[src/rtl/xcfr_pkg.sv]
// Package for the XOR-checked frame receiver.
// Holds the parser state type, the sync and framing constants and parameter defaults.
// No dependencies.
package xcfr_pkg;

  localparam int MaxPayloadDefault   = 64;
  localparam int CounterWidthDefault = 16;

  localparam logic [7:0] SyncFirst  = 8'hAA;
  localparam logic [7:0] SyncSecond = 8'h55;
  localparam int         IdBytes    = 4;

  typedef enum logic [2:0] {
    StHunt1 = 3'd0,
    StHunt2 = 3'd1,
    StLenLo = 3'd2,
    StLenHi = 3'd3,
    StBody  = 3'd4,
    StCheck = 3'd5,
    StEmit  = 3'd6
  } state_e;

endpackage

[src/rtl/xcfr_ram.sv]
// Generic simple dual-port RAM: one write port, one read port with registered data.
// Used for the payload buffer. No dependencies.
module xcfr_ram #(
  parameter int Width = 8,
  parameter int Depth = 64,
  parameter int AddrW = (Depth > 1) ? $clog2(Depth) : 1
) (
  input  logic             clk_i,
  input  logic             we_i,
  input  logic [AddrW-1:0] waddr_i,
  input  logic [Width-1:0] wdata_i,
  input  logic             re_i,
  input  logic [AddrW-1:0] raddr_i,
  output logic [Width-1:0] rdata_o
);

  logic [Width-1:0] mem_q [Depth];
  logic [Width-1:0] rdata_q;

  always_ff @(posedge clk_i) begin
    if (we_i) begin
      mem_q[waddr_i] <= wdata_i;
    end
    if (re_i) begin
      rdata_q <= mem_q[raddr_i];
    end
  end

  assign rdata_o = rdata_q;

endmodule

[src/rtl/xcfr_parser.sv]
// Frame parser: sync hunt, length check, body capture with running XOR, error counters.
// Writes payload bytes into the buffer RAM. Depends on xcfr_pkg.
module xcfr_parser #(
  parameter int MaxPayload   = xcfr_pkg::MaxPayloadDefault,
  parameter int CounterWidth = xcfr_pkg::CounterWidthDefault,
  parameter int AddrW        = (MaxPayload > 1) ? $clog2(MaxPayload) : 1,
  parameter int PlenW        = $clog2(MaxPayload + 1)
) (
  input  logic                    clk_i,
  input  logic                    rst_ni,
  input  logic                    in_valid_i,
  input  logic [7:0]              in_byte_i,
  output logic                    in_ready_o,
  input  logic                    emit_done_i,
  output logic                    emit_start_o,
  output logic [PlenW-1:0]        plen_o,
  output logic [31:0]             can_id_o,
  output logic [CounterWidth-1:0] cerr_o,
  output logic [CounterWidth-1:0] lerr_o,
  output logic                    we_o,
  output logic [AddrW-1:0]        waddr_o,
  output logic [7:0]              wdata_o
);

  localparam int BodyMin = xcfr_pkg::IdBytes + 1;
  localparam int BodyMax = xcfr_pkg::IdBytes + MaxPayload;
  localparam int LenW    = $clog2(BodyMax + 1);

  xcfr_pkg::state_e state_q, state_d;

  logic [7:0]              len_lo_q, len_lo_d;
  logic [LenW-1:0]         flen_q, flen_d;
  logic [LenW-1:0]         bc_q, bc_d;
  logic [7:0]              xor_q, xor_d;
  logic [31:0]             id_q, id_d;
  logic [CounterWidth-1:0] cerr_q, cerr_d;
  logic [CounterWidth-1:0] lerr_q, lerr_d;

  logic            accept;
  logic [15:0]     len_full;
  logic            len_ok;
  logic [LenW-1:0] bc_next;

  assign in_ready_o = (state_q != xcfr_pkg::StEmit);
  assign accept     = in_valid_i && in_ready_o;
  assign len_full   = {in_byte_i, len_lo_q};
  assign len_ok     = (len_full >= 16'(BodyMin)) && (len_full <= 16'(BodyMax));
  assign bc_next    = bc_q + LenW'(1);

  // Next-state logic.
  always_comb begin
    state_d = state_q;
    case (state_q)
      xcfr_pkg::StHunt2: begin
        if (accept) begin
          state_d = (in_byte_i == xcfr_pkg::SyncSecond) ? xcfr_pkg::StLenLo : xcfr_pkg::StHunt1;
        end
      end
      xcfr_pkg::StLenLo: begin
        if (accept) begin
          state_d = xcfr_pkg::StLenHi;
        end
      end
      xcfr_pkg::StLenHi: begin
        if (accept) begin
          state_d = len_ok ? xcfr_pkg::StBody : xcfr_pkg::StHunt1;
        end
      end
      xcfr_pkg::StBody: begin
        if (accept && (bc_next >= flen_q)) begin
          state_d = xcfr_pkg::StCheck;
        end
      end
      xcfr_pkg::StCheck: begin
        if (accept) begin
          state_d = (in_byte_i == xor_q) ? xcfr_pkg::StEmit : xcfr_pkg::StHunt1;
        end
      end
      xcfr_pkg::StEmit: begin
        if (emit_done_i) begin
          state_d = xcfr_pkg::StHunt1;
        end
      end
      default: begin
        if (accept) begin
          state_d = (in_byte_i == xcfr_pkg::SyncFirst) ? xcfr_pkg::StHunt2 : xcfr_pkg::StHunt1;
        end
      end
    endcase
  end

  // Datapath and outputs.
  always_comb begin
    len_lo_d     = len_lo_q;
    flen_d       = flen_q;
    bc_d         = bc_q;
    xor_d        = xor_q;
    id_d         = id_q;
    cerr_d       = cerr_q;
    lerr_d       = lerr_q;
    we_o         = 1'b0;
    waddr_o      = AddrW'(bc_q - LenW'(xcfr_pkg::IdBytes));
    wdata_o      = in_byte_i;
    emit_start_o = 1'b0;
    case (state_q)
      xcfr_pkg::StLenLo: begin
        if (accept) begin
          len_lo_d = in_byte_i;
        end
      end
      xcfr_pkg::StLenHi: begin
        if (accept) begin
          if (len_ok) begin
            flen_d = LenW'(len_full);
            bc_d   = '0;
            xor_d  = '0;
          end else if (lerr_q != '1) begin
            lerr_d = lerr_q + CounterWidth'(1);
          end
        end
      end
      xcfr_pkg::StBody: begin
        if (accept) begin
          bc_d  = bc_next;
          xor_d = xor_q ^ in_byte_i;
          if (bc_q < LenW'(xcfr_pkg::IdBytes)) begin
            id_d[{bc_q[1:0], 3'b000} +: 8] = in_byte_i;
          end else begin
            we_o = 1'b1;
          end
        end
      end
      xcfr_pkg::StCheck: begin
        if (accept) begin
          if (in_byte_i == xor_q) begin
            emit_start_o = 1'b1;
          end else if (cerr_q != '1) begin
            cerr_d = cerr_q + CounterWidth'(1);
          end
        end
      end
      default: begin
      end
    endcase
  end

  always_ff @(posedge clk_i or negedge rst_ni) begin
    if (!rst_ni) begin
      state_q  <= xcfr_pkg::StHunt1;
      len_lo_q <= '0;
      flen_q   <= '0;
      bc_q     <= '0;
      xor_q    <= '0;
      id_q     <= '0;
      cerr_q   <= '0;
      lerr_q   <= '0;
    end else begin
      state_q  <= state_d;
      len_lo_q <= len_lo_d;
      flen_q   <= flen_d;
      bc_q     <= bc_d;
      xor_q    <= xor_d;
      id_q     <= id_d;
      cerr_q   <= cerr_d;
      lerr_q   <= lerr_d;
    end
  end

  assign plen_o   = PlenW'(flen_q - LenW'(xcfr_pkg::IdBytes));
  assign can_id_o = id_q;
  assign cerr_o   = cerr_q;
  assign lerr_o   = lerr_q;

endmodule

[src/rtl/xcfr_emitter.sv]
// Payload emitter: walks the buffer RAM, one payload word per cycle unless stalled.
// The RAM's registered read data serves as the output register. Depends on xcfr_pkg.
module xcfr_emitter #(
  parameter int MaxPayload = xcfr_pkg::MaxPayloadDefault,
  parameter int AddrW      = (MaxPayload > 1) ? $clog2(MaxPayload) : 1,
  parameter int PlenW      = $clog2(MaxPayload + 1)
) (
  input  logic             clk_i,
  input  logic             rst_ni,
  input  logic             start_i,
  input  logic [PlenW-1:0] plen_i,
  input  logic             out_ready_i,
  output logic             out_valid_o,
  output logic             out_last_o,
  output logic [AddrW-1:0] idx_o,
  output logic             re_o,
  output logic [AddrW-1:0] raddr_o,
  output logic             done_o
);

  logic             busy_q, busy_d;
  logic [AddrW-1:0] idx_q, idx_d;
  logic             advance;

  assign out_valid_o = busy_q;
  assign out_last_o  = (PlenW'(idx_q) + PlenW'(1)) == plen_i;
  assign advance     = busy_q && out_ready_i && !out_last_o;
  assign done_o      = busy_q && out_ready_i && out_last_o;

  // A new read is issued on the same edge that the current word is taken.
  always_comb begin
    re_o    = start_i || advance;
    raddr_o = start_i ? '0 : idx_q + AddrW'(1);
    idx_d   = re_o ? raddr_o : idx_q;
    busy_d  = start_i ? 1'b1 : (done_o ? 1'b0 : busy_q);
  end

  always_ff @(posedge clk_i or negedge rst_ni) begin
    if (!rst_ni) begin
      busy_q <= 1'b0;
      idx_q  <= '0;
    end else begin
      busy_q <= busy_d;
      idx_q  <= idx_d;
    end
  end

  assign idx_o = idx_q;

endmodule

[src/rtl/xor_checked_frame_receiver.sv]
// Latency: the first payload word of a verified frame is valid the cycle after its checksum
// byte is accepted; further words follow one per cycle while the sink is ready.
// Throughput: one received byte per cycle during parsing; input is held off while a verified
// payload is being delivered, until its last word has been taken.
// Reset: asynchronous, active low; returns to sync hunting and clears both error counters.
// The payload buffer is not cleared; it is always written before it is read.
module xor_checked_frame_receiver #(
  parameter int MaxPayload   = xcfr_pkg::MaxPayloadDefault,
  parameter int CounterWidth = xcfr_pkg::CounterWidthDefault
) (
  input  logic        clk_i,
  input  logic        rst_ni,
  // Receive side: one byte from the serial link per word.
  input  logic        s_axis_tvalid,
  output logic        s_axis_tready,
  input  logic [7:0]  s_axis_tdata,   // [7:0] rx_byte
  // Result side: one payload byte of a verified frame per word.
  output logic        m_axis_tvalid,
  input  logic        m_axis_tready,
  // [31:0] can_id, [39:32] data_byte, [45:40] byte_index, [52:46] payload_length,
  // [68:53] checksum_error_count, [84:69] length_error_count, [87:85] zero
  output logic [87:0] m_axis_tdata,
  output logic        m_axis_tlast
);

  localparam int AddrW = (MaxPayload > 1) ? $clog2(MaxPayload) : 1;
  localparam int PlenW = $clog2(MaxPayload + 1);

  logic                    emit_start;
  logic                    emit_done;
  logic [PlenW-1:0]        plen;
  logic [31:0]             can_id;
  logic [CounterWidth-1:0] cerr;
  logic [CounterWidth-1:0] lerr;
  logic                    we;
  logic [AddrW-1:0]        waddr;
  logic [7:0]              wdata;
  logic                    re;
  logic [AddrW-1:0]        raddr;
  logic [7:0]              rdata;
  logic [AddrW-1:0]        idx;

  // The parser owns the frame state and the write port of the buffer.
  xcfr_parser #(
    .MaxPayload  (MaxPayload),
    .CounterWidth(CounterWidth),
    .AddrW       (AddrW),
    .PlenW       (PlenW)
  ) u_parser (
    .clk_i       (clk_i),
    .rst_ni      (rst_ni),
    .in_valid_i  (s_axis_tvalid),
    .in_byte_i   (s_axis_tdata),
    .in_ready_o  (s_axis_tready),
    .emit_done_i (emit_done),
    .emit_start_o(emit_start),
    .plen_o      (plen),
    .can_id_o    (can_id),
    .cerr_o      (cerr),
    .lerr_o      (lerr),
    .we_o        (we),
    .waddr_o     (waddr),
    .wdata_o     (wdata)
  );

  // Payload buffer. The identifier bytes are kept in the parser, so only the payload lands here.
  xcfr_ram #(
    .Width(8),
    .Depth(MaxPayload),
    .AddrW(AddrW)
  ) u_ram (
    .clk_i  (clk_i),
    .we_i   (we),
    .waddr_i(waddr),
    .wdata_i(wdata),
    .re_i   (re),
    .raddr_i(raddr),
    .rdata_o(rdata)
  );

  // The emitter reads the buffer back in order. Reads and writes never overlap, because the
  // parser holds off new bytes until the last payload word has been taken.
  xcfr_emitter #(
    .MaxPayload(MaxPayload),
    .AddrW     (AddrW),
    .PlenW     (PlenW)
  ) u_emitter (
    .clk_i      (clk_i),
    .rst_ni     (rst_ni),
    .start_i    (emit_start),
    .plen_i     (plen),
    .out_ready_i(m_axis_tready),
    .out_valid_o(m_axis_tvalid),
    .out_last_o (m_axis_tlast),
    .idx_o      (idx),
    .re_o       (re),
    .raddr_o    (raddr),
    .done_o     (emit_done)
  );

  // Counters cannot move during delivery, so they are read straight from the parser.
  assign m_axis_tdata = {3'b000, 16'(lerr), 16'(cerr), 7'(plen), 6'(idx), rdata, can_id};

endmodule

[config.mk]
export PLATFORM = sky130hd
export DESIGN_NAME = xor_checked_frame_receiver
export DESIGN_NICKNAME = d
export VERILOG_FILES = /design/src/rtl/xcfr_pkg.sv /design/src/rtl/xcfr_ram.sv /design/src/rtl/xcfr_parser.sv /design/src/rtl/xcfr_emitter.sv /design/src/rtl/xor_checked_frame_receiver.sv
export SDC_FILE = /design/constraint.sdc
export NUM_CORES = 1
export LEC_CHECK = 0
export BUFFER_PORTS_ARGS = -buffer_cell sky130_fd_sc_hd__buf_4
export CAP_MARGIN = 25
export CORE_UTILIZATION = 56
export DETAILED_ROUTE_END_ITERATION = 10
export PLACE_DENSITY = 0.75
export SLEW_MARGIN = 10
export SYNTH_ARGS = -nofsm -noshare
export SYNTH_HDL_FRONTEND = slang
export SYNTH_HIERARCHICAL = 1
export SYNTH_SLANG_ARGS = --single-unit
[constraint.sdc]
create_clock -name clk_i -period 3.32 [get_ports clk_i]
set_input_delay 0.332 -clock clk_i [delete_from_list [all_inputs] [get_ports clk_i]]
set_output_delay 0.332 -clock clk_i [all_outputs]
set_load 0.02 [all_outputs]
==> impl_metrics.toml <==
[status]
outcome = "finished clean"

[cells_and_area]
area_delta_synth_final_pct = 15.9
drive_above_1_share = 0.282
diodes = 0
nNetsFinal = 1802
fin_area_mm2 = 0.0303

[cts]
clk_latency_ns = 0.62
htree_levels = 2
clock_sinks = 624
path_clk_slew_ns = 0.06
clock-root-buffer = "clkbuf_16"
numCtsBuffers = 60
clockBufferDepth = 3
cts_tree = "done"

[timing]
fin_crit_sh = 0.965
relSlewSlack = 0.336
maxSlewViolCount = 0
layout_setup_ws_ns = 0.118
rsz0062_at_grt = "no"
clock_skew_ns = 0.0230
hold_violations = 0
period_needed_ns = 3.20
finalSetupViolations = 0
worst_slew_pin_slew_ns = 0.993
max_clock_freq_mhz = 312

[global_routing]
overflow = 0
track_usage = 0.258
antenna_found_initial = 0
grt_max_degree = 74
grt_pass1_vias = 15100
grt_pass1_wl_um = 91400

[yosys]
synth_cell_types = 75
synth_common_cells = "edfxtp_1, mux4_2, nand2_1, nor2_1, dfrtp_1"
ys_seq_area_frac = 0.696
yosys.area.top_type = "edfxtp_1"
avgSynthCellArea_um2 = 16.8
yosysWarnings = 6
synth_edf_count = 520
post-synth-top-count-cell = "edfxtp_1"
synthArstFlopShare = 0.167
ys_ff_latch = 624
synth_area_leaders = "edfxtp_1, mux4_2, dfrtp_1"
synthCells = 1563
synth-main-ff-cell = "edfxtp_1"
synth_top_area_share = 0.596
netlist_area_mm2 = 0.0262

[floorplan]
die_area_mm2 = 0.0476
start_util = 0.572
row_count = 78
num_io_pins = 103
die_w_um = 218
die_h_um = 218
core_mm2 = 0.0458

[critical_path]
critical_path_class = "reg -> reg"
critical_path_required_ns = 3.68
crit_start = "u_parser/state_q[0]"
crit_arrival_ns = 3.56
endpoint = "u_ram/rdata_o[3]"
crit_fanout = 20
r2r_slack_ns = 0.12
worstSetupStartpointType = "flop"
rr_endpoint = "u_ram/rdata_o[3]"
timing.rr.start = "u_parser/state_q[0]"
reg2reg_depth = 12
cp-end-kind = "flop"

[drt]
drcViolationCount = 0
routed_wirelength_um = 59500
wl_per_cell_um = 24.6
ant_nets = 0
vias = 15000
dr.first_iter.drc_count = 1579
firstDrtPassIters = 5
wl_met3_um = 5020
top_layer_used = "met4"
via_per_inst = 6.20
wl_met1_um = 23600
wl_met2_um = 29400

[power]
finalPower_w = 0.0231
powerDensity_mw_per_mm2 = 761
vdd_drop_max_uv = 601
p_leak_nw = 10.9

[place]
placedInstanceArea_mm2 = 0.0283
post-place-ws_ns = -0.296
io_buffers = 99
globalplace.congestion = 0.867
hpwlAfterDp_um = 37200

[min_path]
hp-class = "in -> reg"
whs_path_depth = 3

[flow_run]
drv_cap = 0
layout make-up:
class | count | area, um2
multi-input combinational | 820 | 7340
timing repair buffer | 245 | 2000
clock inverter | 34 | 367
tap | 600 | 751
fill | 2997 | 15400
sequential | 624 | 18200
clock buffer | 75 | 1590
inverter | 20 | 75.1
state kept, by name, indices dropped and copies added, names as in the netlist:
name	cells
u_ram/mem_q	512
u_emitter/out_valid_o	1
u_parser/len_lo_q	8
u_parser/cerr_o	16
u_parser/lerr_o	16
u_parser/can_id_o	32
u_parser/state_q	3
u_parser/bc_q	7
u_parser/flen_q	7
u_emitter/idx_o	6
u_ram/rdata_o	8
u_parser/xor_q	8
placed cells by master (no fill, tap or decap), types with 10 or more instances in the layout:
cell type | Yosys | routed
clkbuf_16 | 0 | 61
nand4_1 | 25 | 25
a21oi_1 | 16 | 16
clkinv_2 | 0 | 13
clkinv_1 | 0 | 10
inv_1 | 20 | 20
xnor2_1 | 34 | 33
clkbuf_1 | 27 | 13
and3_1 | 12 | 12
edfxtp_1 | 520 | 520
buf_4 | 31 | 230
dfrtp_1 | 104 | 104
nor2_1 | 115 | 111
mux2i_1 | 33 | 33
nand3_1 | 28 | 28
mux2_2 | 23 | 23
xor2_1 | 23 | 23
nand2_1 | 123 | 123
mux4_2 | 126 | 126
o21ai_0 | 49 | 48
ha_1 | 19 | 19
nor2b_1 | 21 | 20
nor3_1 | 26 | 25
buf_12 | 2 | 12
per-stage QoR:
stage	util	hold slack, ns	setup TNS [ns]	instances
2_1_floorplan	-	0.0364	0	1565
3_3_place_gp	0.618	0.397	-0.561	2305
3_5_place_dp	0.619	0.399	-0.728	2306
4_1_cts	0.663	0.0551	0	2418
5_1_grt	0.663	0.0928	0	2418
6_report	0.663	0.0989	0	2418
where the power goes:
part           switching (W)  internal (W)  total, W  leakage, nW
logic                0.00382       0.00342   0.00724         3.83
registers           0.000223       0.00879   0.00901         6.09
clock network        0.00284       0.00399   0.00683        0.958
how the worst min path moves through the flow:
stage / startpoint / end / slack, ns
2_1_floorplan: rst_ni / u_emitter/idx_o[0] / 0.04
3_3_place_gp: rst_ni / u_parser/lerr_o[1] / 0.40
3_5_place_dp: rst_ni / u_parser/lerr_o[1] / 0.40
4_1_cts: s_axis_tvalid / u_parser/state_q[1] / 0.06
5_1_grt: s_axis_tvalid / u_parser/state_q[1] / 0.09
6_report: s_axis_tvalid / u_parser/state_q[1] / 0.1
critical path, cell delays in order (launching register included):
cell and delay (ns):
dfrtp_1 0.34, nand2_1 0.10, or3_1 0.35, nor3_2 0.22
buf_4 0.20, nor2_4 0.04, buf_12 0.14, buf_12 0.16
mux4_2 0.43, nor2b_1 0.14, a2111oi_1 0.52, buf_4 0.22
o41ai_1 0.07
routing by layer:
| layer | GRT usage | vias up |
|---|---|---|
| li1 | - | 6490 |
| met1 | 0.355 | 7705 |
| met2 | 0.421 | 702 |
| met3 | 0.0553 | 97 |
| met4 | 0.0695 | 0 |
| met5 | 0 | - |
cell families (layout without fill, tap and decap cells):
kind of cell | count (synthesis) | in the layout | share of synthesized area
flip-flops | 624 | 624 | 0.696
multiplexers | 190 | 190 | 0.135
buffers and inverters | 121 | 374 | 0.0266
other | 1 | 3 | 0.000143
AND/OR/NAND/NOR | 407 | 407 | 0.0756
XOR/XNOR | 58 | 58 | 0.0199
adder cells (fa/ha/maj) | 19 | 19 | 0.00908
AO/OA/AOI/OAI | 143 | 143 | 0.0376
repair_timing:
action / 4_1_cts / 5_1_grt
resized for setup: 3 / 4
setup endpoints to repair: 5 / 7
pin swaps: 1 / 1
hold buffers: 2 / 0
endpoints found under the hold margin: 49 / 0
cloned: 0 / 0
setup buffers: 1 / 0
Power figures use the tool's default switching activity.
